### src/design/klg_pkg.sv
// Shared types, codes and widths for the leapfrog grid unit.
package klg_pkg;

    localparam int GRID_POINTS_DEF = 64;
    localparam int UPDATE_STAGES   = 5;

    localparam int DATA_W  = 32;
    localparam int INDEX_W = 6;
    localparam int COEF_W  = 32;
    localparam int D_W     = 35;   // stencil difference, exact
    localparam int PROD_W  = 53;   // one partial product plus rounding bias
    localparam int TERM_W  = 40;   // product shifted back to Q12.20
    localparam int FORCE_W = 41;   // difference of two terms
    localparam int SUM_W   = 42;   // update before clamping

    localparam logic signed [PROD_W-1:0] Q30_ROUND = PROD_W'(1 << 29);

    localparam logic [1:0] CFG_LAP       = 2'd0;
    localparam logic [1:0] CFG_MASS      = 2'd1;
    localparam logic [1:0] CFG_STEP_SIZE = 2'd2;

    typedef enum logic [1:0] {
        OP_LOAD = 2'd0,
        OP_KICK = 2'd1,
        OP_STEP = 2'd2,
        OP_READ = 2'd3
    } opcode_t;

    typedef enum logic [2:0] {
        PT_PASS,
        PT_LOAD,
        PT_HALF,
        PT_FULL,
        PT_DRIFT
    } point_op_t;

    typedef struct packed {
        logic signed [DATA_W-1:0] phi;
        logic signed [DATA_W-1:0] pi;
    } point_t;

    typedef struct packed {
        logic [COEF_W-1:0] lap;
        logic [COEF_W-1:0] mass;
        logic [COEF_W-1:0] step;
    } coeff_t;

    typedef struct packed {
        opcode_t                  opcode;
        logic [INDEX_W-1:0]       point_index;
        logic signed [DATA_W-1:0] field_value;
        logic signed [DATA_W-1:0] momentum_value;
    } cmd_t;

    typedef struct packed {
        logic signed [DATA_W-1:0] field_out;
        logic signed [DATA_W-1:0] momentum_out;
        logic                     saturated;
    } result_t;

endpackage

### src/design/klg_cell.sv
// One ring cell holding the field and momentum of a single grid point.
module klg_cell (
    input  logic            clk,
    input  logic            rst_n,
    input  logic            shift_en,
    input  klg_pkg::point_t shift_in,
    output klg_pkg::point_t held
);

    klg_pkg::point_t point_reg;

    always_ff @(posedge clk or negedge rst_n)
    begin
        if (!rst_n)
        begin
            point_reg <= '0;
        end
        else if (shift_en)
        begin
            point_reg <= shift_in;
        end
    end

    assign held = point_reg;

endmodule

### config.mk
export PLATFORM = sky130hd
export DESIGN_NAME = klg_cell
export DESIGN_NICKNAME = d
export VERILOG_FILES = /design/src/design/klg_pkg.sv /design/src/design/klg_cell.sv
export SDC_FILE = /design/constraint.sdc
export NUM_CORES = 1
export LEC_CHECK = 0
export ABC_AREA = 0
export BUFFER_PORTS_ARGS = -buffer_cell sky130_fd_sc_hd__buf_2
export CELL_PAD_IN_SITES_DETAIL_PLACEMENT = 1
export CELL_PAD_IN_SITES_GLOBAL_PLACEMENT = 1
export CORE_MARGIN = 1
export CORE_UTILIZATION = 41
export CTS_BUF_LIST = sky130_fd_sc_hd__clkbuf_2 sky130_fd_sc_hd__clkbuf_4 sky130_fd_sc_hd__clkbuf_8
export DETAILED_ROUTE_END_ITERATION = 12
export GPL_ROUTABILITY_DRIVEN = 0
export PLACE_DENSITY = 0.95
export SETUP_SLACK_MARGIN = 0.5
export SYNTH_ARGS = -nofsm -noshare
export SYNTH_HDL_FRONTEND = slang
export SYNTH_SLANG_ARGS = --single-unit
export TNS_END_PERCENT = 30
### constraint.sdc
create_clock -name clk -period 1.58 [get_ports clk]
set_clock_uncertainty 0.2 [all_clocks]
set_input_delay 0.158 -clock clk [delete_from_list [all_inputs] [get_ports clk]]
set_output_delay 0.158 -clock clk [all_outputs]
set_load 0.01 [all_outputs]
=== After elaboration in Yosys (flattened, before gate mapping) ===
Cells that the tools add are included.

* Bits in registers: 64
* Output and inout bits: 64
* Word-level logic and storage cells: 2

=== Depth between registers and ports, before layout ===
* Depth in word-level cells: 0
* Mapped depth: 3
* Depth with buffers taken out: 1

=== Worst setup path after synthesis ===
OpenSTA, ideal clock, no wires.

* Path type: in2reg
* Start point: input port shift_en
* End point: register point_reg, in the netlist held[0]
* Setup time: 0.125 ns
* Arrival: 0.764 ns
* Path slack: 0.491 ns
* Cell stages on the path: 3
* Path buffers: 2
* Path through: buf_6 > buf_12 > mux2_4

{| class="wikitable"
|+ RTL lines
! item !! RTL line !! source
|-
| start, declared || klg_cell.sv:5 || <nowiki>input logic shift_en,</nowiki>
|-
| end signal, assigned || klg_cell.sv:20 || <nowiki>point_reg <= shift_in;</nowiki>
|-
| end, declared || klg_cell.sv:10 || <nowiki>klg_pkg::point_t point_reg;</nowiki>
|}

No word-level cell between the ends.

=== Final worst setup path ===
* Start point: register point_reg, in the netlist held[29]
* End point: output port held[29] in the netlist's numbering

{| class="wikitable"
|+ RTL lines
! item !! RTL line !! source
|-
| end, declared || klg_cell.sv:7 || <nowiki>output klg_pkg::point_t held</nowiki>
|}

No word-level cell between the ends.

==> flow_summary.yaml <==
run_status:
  status: "finished, final reports clean"
global_route:
  antenna_found_initial: 1
  grtUsageTotal_pct: 26.3
  grt_max_degree: 65
  grt-ovfl-total: 0
  grt_pass1_vias: 2461
  grt_first_pass_wirelength_um: 13500
worst_setup_path:
  reg2reg_from: "held[3]"
  crit_start: "held[29]"
  slowest_delay_ns: 0.42
  startpoint_type: "register"
  reg2reg_to: "held[3]"
  crit_path_end_kind: "output pin"
  rrSetupSlack_ns: 0.34
  critPathSlowestCell: "dfrtp_1"
  arrival_ns: 0.91
  crit_chain: "buf_2"
  crit_required_ns: 1.22
  crit_type: "register to output pin"
  path_buf_inv: 1
  cp_max_fo: 2
  r2r_cells: 3
  crit_family: "flip-flops"
placement:
  io_buffers: 130
  pre_cts_slack_ns: 0.338
  hpwl_um: 4450
cts:
  clkTransAtPathRegs_ns: 0.08
  clk_path_buf_depth: 2
  clock-sinks: 64
  cts_max_level: 3
  worstSkewPairLatency_ns: 0.33
  holdBufCountCts: 65
  clockRootBuffer: "clkbuf_8"
  cts_tree: "yes"
  numCtsBuffers: 9
logic_synthesis:
  yosysSeqAreaShare_pct: 59.8
  synth_area_leaders: "dfrtp_1, mux2_4, buf_12, mux2_2, buf_6"
  synth-seq-cells: 64
  synth.distinct_cells: 5
  synth_top_area_share_pct: 59.8
  synth_cells: 135
  avgSynthCellArea_um2: 19.8
  synthesis.area_um2: 2680
  synth_top_cell_by_area: "dfrtp_1"
  synth_warnings: 0
  syn-num-nets: 202
timing:
  min_period_ns: 1.27
  slew_headroom_pct: 76.6
  worst_slack_ns: 0.309
  hold-worst-slack_ns: 0.0134
  slew_viol_final: 0
  setup_tns_ns: 0
  grt_setup_unrepaired: "yes"
  hold_viol: 0
  setup_violations: 0
  tightest_slew_ns: 0.351
  min_period_over_period_pct: 80.4
  fmax_mhz: 787
route:
  post-route-drc-count: 0
  vias: 2142
  avgRoutedWirePerCell_um: 22.6
  ant_nets: 0
  dr.first_iter.drc_count: 96
  routed_wirelength_um: 9960
  first_pass_iters: 4
  vias_per_cell: 4.86
power_and_ir_drop:
  p_total_mw: 4.20
  ir_worst_vdd_uv: 696
  powerDensity_nw_per_um2: 952
  leakage_nw: 2.29
final_layout:
  nFillCells: 610
  fin_nets: 428
  largest_reg_flops: 64
  syn2layout_area_growth_pct: 64.9
  seqCellArea_um2: 1600
  multi_input_area_um2: 946
  drive_above_1_share_pct: 64.5
floorplanning:
  coreArea_um2: 6310
  io-pin-count: 131
  row_count: 29
  start_util_pct: 42.4
  die_width_um: 82.8
  die_y_um: 82.8
  dieArea_um2: 6860
worst_hold_path:
  hp-class: "input pin to register"
  min_from: "shift_en"
  holdPathEnd: "held[23]"
  holdPathStages: 2
run:
  max_cap_violations: 0
==> worst max-delay path by stage <==
stage	endpoint	slack, ns	depth (start not counted)
2_1_floorplan	held[0]	0.52	3
3_3_place_gp	held[29]	0.36	3
3_5_place_dp	held[31]	0.34	3
4_1_cts	held[34]	0.34	1
5_1_grt	held[25]	0.29	1
6_report	held[29]	0.31	1
==> final cells by class <==
type                            instances  share of cell area (%)
Timing Repair Buffer                  222                    36.4
Sequential cell                        64                    36.3
Multi-Input combinational cell         64                    21.4
Clock buffer                           12                    3.60
Tap cell                               77                    2.18
Clock inverter                          1                   0.113
Antenna cell                            1                  0.0567
==> repair_timing <==
action | CTS | global route
endpoints found under the setup margin | 64 | 81
gates resized for setup | 2 | 10
endpoints found under the hold margin | 128 | 3
setup buffers | 10 | 13
==> cells in the mapped netlist <==
cell type,count
dfrtp_1,64
mux2_4,60
buf_12,6
mux2_2,4
buf_6,1
==> cells in the final DEF (no fill, tap or decap) <==
cell	synthesis	routed
clkbuf_4	0	1
clkbuf_8	0	11
buf_4	0	25
dfrtp_1	64	64
buf_12	6	3
clkinv_2	0	1
buf_2	0	119
mux2_2	4	4
mux2_4	60	60
diode_2	0	1
dlygate4sd3_1	0	65
buf_6	1	10
==> metal layers <==
metal,vias up,part of all wire [%],global-route usage [%]
li1,918,-,-
met1,1065,36,27.4
met2,120,54,46.9
met3,39,5.8,8.45
met4,0,4.7,13.8
met5,-,0,0
==> stage by stage <==
stage	area [um2]	std cells	utilization (%)
5_1_grt	4420	441	70.0
2_1_floorplan	2680	135	-
6_report	4420	441	70.0
4_1_cts	4270	427	67.6
3_3_place_gp	3360	339	53.3
3_5_place_dp	3360	339	53.3
==> report_power, final <==
part	internal, mW	total (mW)	switching [mW]
sequential	1.80	1.93	0.123
combinational	0.623	1.02	0.397
clock	0.646	1.26	0.613
==> logic make-up (layout without fill, tap and decap cells) <==
logic type | after synthesis | after routing | share of synthesized area [%]
muxes | 64 | 64 | 35.3
DFF | 64 | 64 | 59.8
buffers and inverters | 7 | 235 | 4.90
other | 0 | 1 | 0
Power figures use the tool's default switching activity.
